[src/hdl/array_list_table_engine_macros.svh]
`ifndef ARRAY_LIST_TABLE_ENGINE_MACROS_SVH
`define ARRAY_LIST_TABLE_ENGINE_MACROS_SVH
// Implication checked on every clock edge outside reset
`define ALTE_ASSERT_IMP(label, ante, cons) \
  label: assert property (@(posedge clk_i) disable iff (!rst_ni) (ante) |-> (cons)) \
    else $error("assertion failed");
// Next-cycle implication checked outside reset
`define ALTE_ASSERT_NEXT(label, ante, cons) \
  label: assert property (@(posedge clk_i) disable iff (!rst_ni) (ante) |=> (cons)) \
    else $error("assertion failed");
`endif

[src/hdl/alte_pkg.sv]
package alte_pkg;
  typedef enum logic [2:0] {
    OP_APPEND = 3'd0,
    OP_INSERT = 3'd1,
    OP_REMOVE = 3'd2,
    OP_GET    = 3'd3,
    OP_SET    = 3'd4,
    OP_SEARCH = 3'd5,
    OP_SORTA  = 3'd6,
    OP_SORTD  = 3'd7
  } op_e;

  typedef enum logic [7:0] {
    S_IDLE  = 8'b0000_0001,
    S_RD    = 8'b0000_0010,
    S_WAIT  = 8'b0000_0100,
    S_STEP  = 8'b0000_1000,
    S_WR2   = 8'b0001_0000,
    S_LAST  = 8'b0010_0000,
    S_DONE  = 8'b0100_0000,
    S_OUT   = 8'b1000_0000
  } state_e;

  // Shared comparator request and response
  typedef struct packed {
    logic [31:0] a;
    logic [31:0] b;
  } cmp_req_t;

  typedef struct packed {
    logic eq;
    logic gt;
    logic lt;
  } cmp_rsp_t;
endpackage

[src/hdl/alte_cmp.sv]
module alte_cmp (
  input  alte_pkg::cmp_req_t req_i,
  output alte_pkg::cmp_rsp_t rsp_o
);
  import alte_pkg::*;
  always_comb begin
    rsp_o.eq = (req_i.a == req_i.b);
    rsp_o.gt = ($signed(req_i.a) > $signed(req_i.b));
    rsp_o.lt = ($signed(req_i.a) < $signed(req_i.b));
  end
endmodule

[src/hdl/array_list_table_engine.sv]
// Append, set and failed commands go from decode (S_RD) to S_DONE and then to the result;
// get adds a read in S_LAST. Insert, remove and search move or compare one entry per
// S_WAIT/S_STEP pair. Sort loads each pass's first entry (S_WAIT, S_WR2), compares each pair
// in S_STEP and spends S_LAST on the second write of a swap. One command is in flight at a
// time; the next transfer is accepted in the cycle after the result transfer.
// Reset (rst_ni low, asynchronous) empties the list and sets capacity to 64; memory is kept.
`include "array_list_table_engine_macros.svh"
module array_list_table_engine #(
  parameter int DEPTH = 64
) (
  input  logic        clk_i,
  input  logic        rst_ni,
  input  logic        in_valid_i,
  output logic        in_ready_o,
  input  logic [2:0]  operation_i,
  input  logic [6:0]  position_i,
  input  logic signed [31:0] value_i,
  input  logic        cfg_we_i,
  input  logic [6:0]  cfg_wdata_i,
  output logic        out_valid_o,
  input  logic        out_ready_i,
  output logic        ok_o,
  output logic signed [31:0] read_value_o,
  output logic [6:0]  found_position_o,
  output logic [6:0]  list_length_o,
  output logic        is_empty_o,
  output logic        is_full_o
);
  import alte_pkg::*;
  localparam int AW = $clog2(DEPTH);
  localparam int CW = $clog2(DEPTH + 1);
  localparam int PW = (CW > 7) ? CW + 1 : 8;

  logic [31:0] mem_q [DEPTH];
  logic [31:0] rdata_q;
  logic [AW-1:0] raddr, waddr;
  logic        we;
  logic [31:0] wdata;

  state_e      st_q, st_d;
  op_e         op_q;
  logic [6:0]  pos_q;
  logic [31:0] val_q, hold_q, hold_d;
  logic [CW-1:0] cnt_q, cnt_d, k_q, k_d, lim_q, lim_d;
  logic [6:0]  cap_q;
  logic        ok_q, ok_d, swp_q, swp_d;
  logic [31:0] rv_q, rv_d;
  logic [6:0]  fp_q, fp_d;
  cmp_req_t    creq;
  cmp_rsp_t    crsp;

  alte_cmp u_cmp (.req_i(creq), .rsp_o(crsp));

  always_ff @(posedge clk_i) begin
    if (we) mem_q[waddr] <= wdata;
    rdata_q <= mem_q[raddr];
  end

  logic [CW-1:0] ecap;
  logic          full;
  logic [PW-1:0] posx;
  always_comb begin
    ecap = (int'(cap_q) > DEPTH) ? CW'(DEPTH) : CW'(cap_q);
    full = cnt_q >= ecap;
    posx = PW'(pos_q);
  end

  assign creq.a = hold_q;
  assign creq.b = (st_q == S_STEP && (op_q == OP_SORTA || op_q == OP_SORTD))
                  ? rdata_q : val_q;

  always_comb begin
    st_d = st_q; cnt_d = cnt_q; k_d = k_q; lim_d = lim_q;
    ok_d = ok_q; rv_d = rv_q; fp_d = fp_q; hold_d = hold_q; swp_d = swp_q;
    we = 1'b0; waddr = AW'(k_q); wdata = val_q; raddr = AW'(k_q);
    unique case (st_q)
      S_IDLE: ;
      S_RD: begin
        // decode and validate
        ok_d = 1'b0; rv_d = '0; fp_d = '0; k_d = '0; st_d = S_DONE;
        case (op_q)
          OP_APPEND: if (!full) begin
            we = 1'b1; waddr = AW'(cnt_q); cnt_d = cnt_q + 1'b1; ok_d = 1'b1;
          end
          OP_INSERT: if (!full && posx >= 1 && posx <= PW'(cnt_q) + 1) begin
            ok_d = 1'b1; k_d = cnt_q; st_d = S_WAIT;
          end
          OP_REMOVE: if (posx >= 1 && posx <= PW'(cnt_q)) begin
            ok_d = 1'b1; k_d = CW'(pos_q - 7'd1); st_d = S_WAIT;
          end
          OP_GET, OP_SET: if (posx >= 1 && posx <= PW'(cnt_q)) begin
            ok_d = 1'b1;
            if (op_q == OP_SET) begin
              we = 1'b1; waddr = AW'(pos_q - 7'd1);
            end else begin
              raddr = AW'(pos_q - 7'd1); st_d = S_LAST;
            end
          end
          OP_SEARCH: begin ok_d = 1'b1; st_d = S_WAIT; end
          default: begin
            ok_d = 1'b1; lim_d = cnt_q; swp_d = 1'b0;
            st_d = (cnt_q < 2) ? S_DONE : S_WAIT;
          end
        endcase
      end
      S_WAIT: begin
        // issue the read of the entry to move or compare, or finish the command
        case (op_q)
          OP_INSERT: begin
            if (k_q == CW'(pos_q - 7'd1)) begin
              we = 1'b1; waddr = AW'(k_q); cnt_d = cnt_q + 1'b1; st_d = S_DONE;
            end else begin
              raddr = AW'(k_q - 1'b1); st_d = S_STEP;
            end
          end
          OP_REMOVE: begin
            if (k_q + 1'b1 >= cnt_q) begin
              cnt_d = cnt_q - 1'b1; st_d = S_DONE;
            end else begin
              raddr = AW'(k_q + 1'b1); st_d = S_STEP;
            end
          end
          OP_SEARCH: begin
            if (k_q >= cnt_q) st_d = S_DONE;
            else begin raddr = AW'(k_q); st_d = S_STEP; end
          end
          default: begin
            // sort: load element k into hold
            raddr = AW'(k_q); st_d = S_WR2;
          end
        endcase
      end
      S_WR2: begin
        hold_d = rdata_q; raddr = AW'(k_q + 1'b1); st_d = S_STEP;
      end
      S_STEP: begin
        case (op_q)
          OP_INSERT: begin
            we = 1'b1; waddr = AW'(k_q); wdata = rdata_q;
            k_d = k_q - 1'b1; st_d = S_WAIT;
          end
          OP_REMOVE: begin
            we = 1'b1; waddr = AW'(k_q); wdata = rdata_q;
            k_d = k_q + 1'b1; st_d = S_WAIT;
          end
          OP_SEARCH: begin
            if (rdata_q == val_q) begin
              fp_d = 7'(k_q + 1'b1); st_d = S_DONE;
            end else begin
              k_d = k_q + 1'b1; st_d = S_WAIT;
            end
          end
          default: begin
            // compare pair (k, k+1); swap via two writes
            if ((op_q == OP_SORTA) ? crsp.gt : crsp.lt) begin
              we = 1'b1; waddr = AW'(k_q); wdata = rdata_q; swp_d = 1'b1;
              st_d = S_LAST;
            end else begin
              hold_d = rdata_q; st_d = S_IDLE;
            end
            // advance handled below when not swapping
            if (st_d == S_IDLE) begin
              if (k_q + 2'd2 >= lim_q) begin
                k_d = '0; lim_d = lim_q - 1'b1;
                st_d = (lim_q <= 2) ? S_DONE : S_WAIT;
              end else begin
                k_d = k_q + 1'b1; raddr = AW'(k_q + 2'd2); st_d = S_STEP;
              end
            end
          end
        endcase
      end
      S_LAST: begin
        if (op_q == OP_GET) begin
          rv_d = rdata_q; st_d = S_DONE;
        end else begin
          // second half of swap: hold keeps the larger/smaller moved element
          we = 1'b1; waddr = AW'(k_q + 1'b1); wdata = hold_q;
          if (k_q + 2'd2 >= lim_q) begin
            k_d = '0; lim_d = lim_q - 1'b1;
            st_d = (lim_q <= 2) ? S_DONE : S_WAIT;
          end else begin
            k_d = k_q + 1'b1; raddr = AW'(k_q + 2'd2); st_d = S_STEP;
          end
        end
      end
      S_DONE: st_d = S_OUT;
      S_OUT: if (out_ready_i) st_d = S_IDLE;
      default: st_d = S_IDLE;
    endcase
  end

  always_ff @(posedge clk_i or negedge rst_ni) begin
    if (!rst_ni) begin
      st_q <= S_IDLE; cnt_q <= '0; cap_q <= 7'd64; ok_q <= 1'b0;
      k_q <= '0; lim_q <= '0; swp_q <= 1'b0;
    end else begin
      if (cfg_we_i) cap_q <= cfg_wdata_i;
      if (st_q == S_IDLE && in_valid_i) st_q <= S_RD;
      else st_q <= st_d;
      cnt_q <= cnt_d; k_q <= k_d; lim_q <= lim_d; ok_q <= ok_d; swp_q <= swp_d;
    end
  end

  always_ff @(posedge clk_i) begin
    if (st_q == S_IDLE && in_valid_i) begin
      op_q <= op_e'(operation_i); pos_q <= position_i; val_q <= value_i;
    end
    rv_q <= rv_d; fp_q <= fp_d; hold_q <= hold_d;
  end

  // In the sort, after writing k, the hold register must carry the moved value: on a swap hold
  // already holds entry k (the larger, or the smaller when descending), written at k+1.
  assign in_ready_o       = (st_q == S_IDLE);
  assign out_valid_o      = (st_q == S_OUT);
  assign ok_o             = ok_q;
  assign read_value_o     = rv_q;
  assign found_position_o = fp_q;
  assign list_length_o    = 7'(cnt_q);
  assign is_empty_o       = (cnt_q == '0);
  assign is_full_o        = full;

  `ALTE_ASSERT_IMP(a_len_bound, 1'b1, cnt_q <= CW'(DEPTH))
  `ALTE_ASSERT_IMP(a_rdy_out, out_valid_o, !in_ready_o)
  `ALTE_ASSERT_NEXT(a_hold_out, out_valid_o && !out_ready_i, out_valid_o && $stable(cnt_q))
endmodule
[config.mk]
export PLATFORM = sky130hd
export DESIGN_NAME = array_list_table_engine
export DESIGN_NICKNAME = d
export VERILOG_FILES = /design/src/hdl/alte_pkg.sv /design/src/hdl/alte_cmp.sv /design/src/hdl/array_list_table_engine.sv
export VERILOG_INCLUDE_DIRS = /design/src /design/src/hdl
export SDC_FILE = /design/constraint.sdc
export NUM_CORES = 2
export LEC_CHECK = 0
export BUFFER_PORTS_ARGS = -buffer_cell sky130_fd_sc_hd__buf_2
export CAP_MARGIN = 0
export CORE_ASPECT_RATIO = 0.5
export CORE_UTILIZATION = 52
export CTS_CLUSTER_DIAMETER = 200
export DETAILED_ROUTE_END_ITERATION = 10
export PLACE_DENSITY_LB_ADDON = 0.08
export SETUP_SLACK_MARGIN = 0.2
export SYNTH_ARGS = -nofsm -noshare
export SYNTH_HDL_FRONTEND = slang
export SYNTH_SLANG_ARGS = --single-unit
[constraint.sdc]
create_clock -name clk_i -period 10.9 [get_ports clk_i]
set_input_delay 1.635 -clock clk_i [delete_from_list [all_inputs] [get_ports clk_i]]
set_output_delay 1.635 -clock clk_i [all_outputs]
set_load 0.01 [all_outputs]
==> impl_results.md <==
* Layout area overhead at 10.6%
* Maximum vdd drop at 0.000307 V
* Yosys warnings at 0
* R2R setup slack at roughly 1.4 ns
* Synth top cells by count: edfxtp_1, nand2_1, mux2i_1
* Sequential share of the synthesized area at 0.719
* Initial antenna violation count at 23
* Clock transition at the registers of the reported paths at approximately 0.07 ns
* Largest net degree at the start of global routing at ~140
* Remaining DRCs at 0
* Highest clock rate at approximately 100 MHz
* Crit path kind: flop to flop
* Worst-path fanout max at 36
* Max Buffers Root-to-Sink at 4
* First-pass GRT wire length at between 400000 and 500000 um
* Latest clock arrival within the worst-skew pair at 0.88 ns
* Most frequent cell after synthesis: edfxtp_1
* Final Setup Violations at 0
* DIE HEIGHT at 300 um
* H-tree Lvls at 4
* Fraction of layout cells with a size suffix above 1 at 0.153
* Via count at about 57000
* Post-CTS Hold Buffers at 0
* Final ANT Viol Nets at 0
* Slowest library cell on the worst path: a41oi_1
* Row cnt at 108
* Hold WC Path Type: flop to flop
* Syn_nets at a little over 6000
* Ports at 105
* Synth top area share at 0.702
* Core area at ~170000 sq um
* Status: complete, no violations
* CTS Buf Count at ~200
* Delay of the slowest critical-path stage at about 1.2 ns
* Drt pass-1 iters at 8
* Worst Tran Pin Value at about 1.4 ns
* Mapped Cells at 5970
* Pwr dens at 265 nW/um^2
* Ranking of synthesized cells by area: edfxtp_1, mux2i_1, mux2_2
* Slew Limit Fails at 0
* Chip width at ~600 um
* Post-Route Setup TNS at 0 ns
* Tmin final at 9.55 ns
* Netlist cell types at 92
* Final hold viol count at 0
* Vias in the first global route at 53500
* Top FF cell, synth: edfxtp_1
* Max cap viols at 0
* CP Launch Type: flop
* RSZ-0062 raised after global routing: no
* Crit share post-route at 0.876
* Root Driver: clkbuf_16
* EDFF count, synth at about 2200
* Detailed placement HPWL at ~170000 um
* CTS tree: yes
* Gr ovfl total at 0
* Final-stage net count at ~6000
* Critical path capture point type: flop
* Total GRT Usage at 0.321
* Initial Util at 0.528
* WHS at 0.510 ns
* Full die area at roughly 180000 sq um
* 1st-iter DRT viols at around 9000
* Avg WL per Cell at between 30 and 40 um
* Critical Path, Cell by Cell: nor3_1, and3_2, nand3_2, mux2i_1, ha_1, a21oi_1, o21ai_1, a221oi_1, nor3b_1, a21o_1, mux2i_1, a211o_1, nand3_4, nor2_4, buf_4, a22oi_1, a41oi_1, nand4_1
* CTS resizes at 0
* Crit path DAT at between 10 and 15 ns
* Avg Cell Area, Syn at around 15 sq um
* Cell mode on critical path: mux2i_1
* Yosys top cell by area: edfxtp_1
* DR vias/cell at between 6 and 7
* Final GP Congestion at 0.939
* Relative slew slack at 0.0372
* #FFs+latches synth at ~2200
* Post-Syn Area at roughly 92000 sq um
* Setup Skew at 0.0781 ns
* P_leak at 33.9 nW
* Post-CTS setup buffer count at 0
* IO buf count at between 100 and 150
* WP data required at 11.58 ns
* Async S/R FF share, synth at 0.0166
* CTS Sinks at between 2000 and 2500
* Post-Route WL at between 200000 and 300000 um
## cell families (layout without fill, tap and decap cells)
family                   after synthesis  count (layout)  share of synthesized area
XOR/XNOR                              75              75                    0.00748
flip-flops                          2230            2230                      0.719
other                                  0               2                          0
AO/OA/AOI/OAI                       1234            1234                      0.100
AND/OR/NAND/NOR                     1273            1273                     0.0697
buffers and inverters                448             633                     0.0209
multiplexers                         624             624                     0.0715
adder cells (fa/ha/maj)               86              86                     0.0116
## flip-flops by register name, summed over array words and instances (netlist names)
signal and cells:
found_position_o 7, list_length_o 7, lim_q 7, pos_q 7
op_q 3, k_q 7, ok_o 1, hold_q 32
val_q 32, read_value_o 32, mem_q 2048, st_q 8
cap_q 7, rdata_q 32
## final timing paths
path	from	to	cells after the start
hold reg to reg	cap_q[0]$_DFFE_PN0P_	cap_q[0]$_DFFE_PN0P_	1
max in group asynchronous	rst_ni	st_q[2]$_DFFE_PN0P_	1
min in group asynchronous	rst_ni	lim_q[6]$_DFFE_PN0P_	1
setup reg to reg	st_q[2]$_DFFE_PN0P_	rdata_q[26]$_DFF_P_	18
setup / recovery	st_q[2]$_DFFE_PN0P_	rdata_q[26]$_DFF_P_	18
hold / removal	cap_q[0]$_DFFE_PN0P_	cap_q[0]$_DFFE_PN0P_	1
## critical path: cells and delay by family (launching register included)
kind	cells	cell delay [ns]
buffers and inverters	1	0.63
AOI/OAI and AO/OA	7	3.42
DFF	1	0.47
and+or+nand+nor	7	3.26
muxes	2	1.25
adders and majority gates	1	0.29
## metal layers
layer  GRT usage  vias up  wire length, um  part of all wire
met5           0        -              118           0.00040
met4      0.0959       16             9310             0.032
met3      0.0698      462            33300              0.11
met2       0.465     3340           126000              0.43
met1       0.488    29400           123000              0.42
li1            -    24000                -                 -
## placed cells by master (no fill, tap or decap), types with 70 or more instances in the layout
cell type | netlist | layout
nand3_1 | 145 | 143
mux2i_1 | 333 | 333
a21oi_1 | 270 | 267
mux2_2 | 283 | 283
a211oi_1 | 81 | 81
nor2_4 | 3 | 70
buf_2 | 125 | 104
nand2_1 | 485 | 481
a22oi_1 | 73 | 73
clkbuf_16 | 0 | 201
buf_4 | 14 | 139
o21ai_0 | 72 | 72
a21o_1 | 82 | 82
edfxtp_1 | 2161 | 2161
and3_1 | 177 | 176
a221o_1 | 188 | 188
ha_1 | 86 | 86
nand4_1 | 111 | 111
a31oi_1 | 70 | 70
## where the power goes
part	total, mW	internal (mW)	leakage [nW]	switching (mW)
logic	9.61	2.91	10.7	6.71
registers	10.5	10.1	20.2	0.464
clock network	6.94	3.82	3.02	3.12
## final cells by class
class	instances	area [sq um]
clock inverters	107	933
fillers	13300	72800
well taps	2365	2960
repair buffers	254	1780
clock buffers	236	5220
multi-input cells	3292	24700
diodes	2	5.00
flip-flops and latches	2230	66500
inverters	36	135
## stage by stage
stage                     instances  power [mW]   util  instance area (sq um)  setup slack (ns)
final                          8522        27.1  0.584                 102000              1.35
after global routing           8520        27.9  0.584                 102000              1.20
after global placement         8177        20.0  0.549                  96100              1.83
after floorplan                5970        16.3      -                  92500              2.66
after CTS                      8520        26.9  0.584                 102000              1.67
after detailed placement       8177        20.1  0.549                  96100              1.64
No activity file was read; power rests on OpenSTA's default activity.
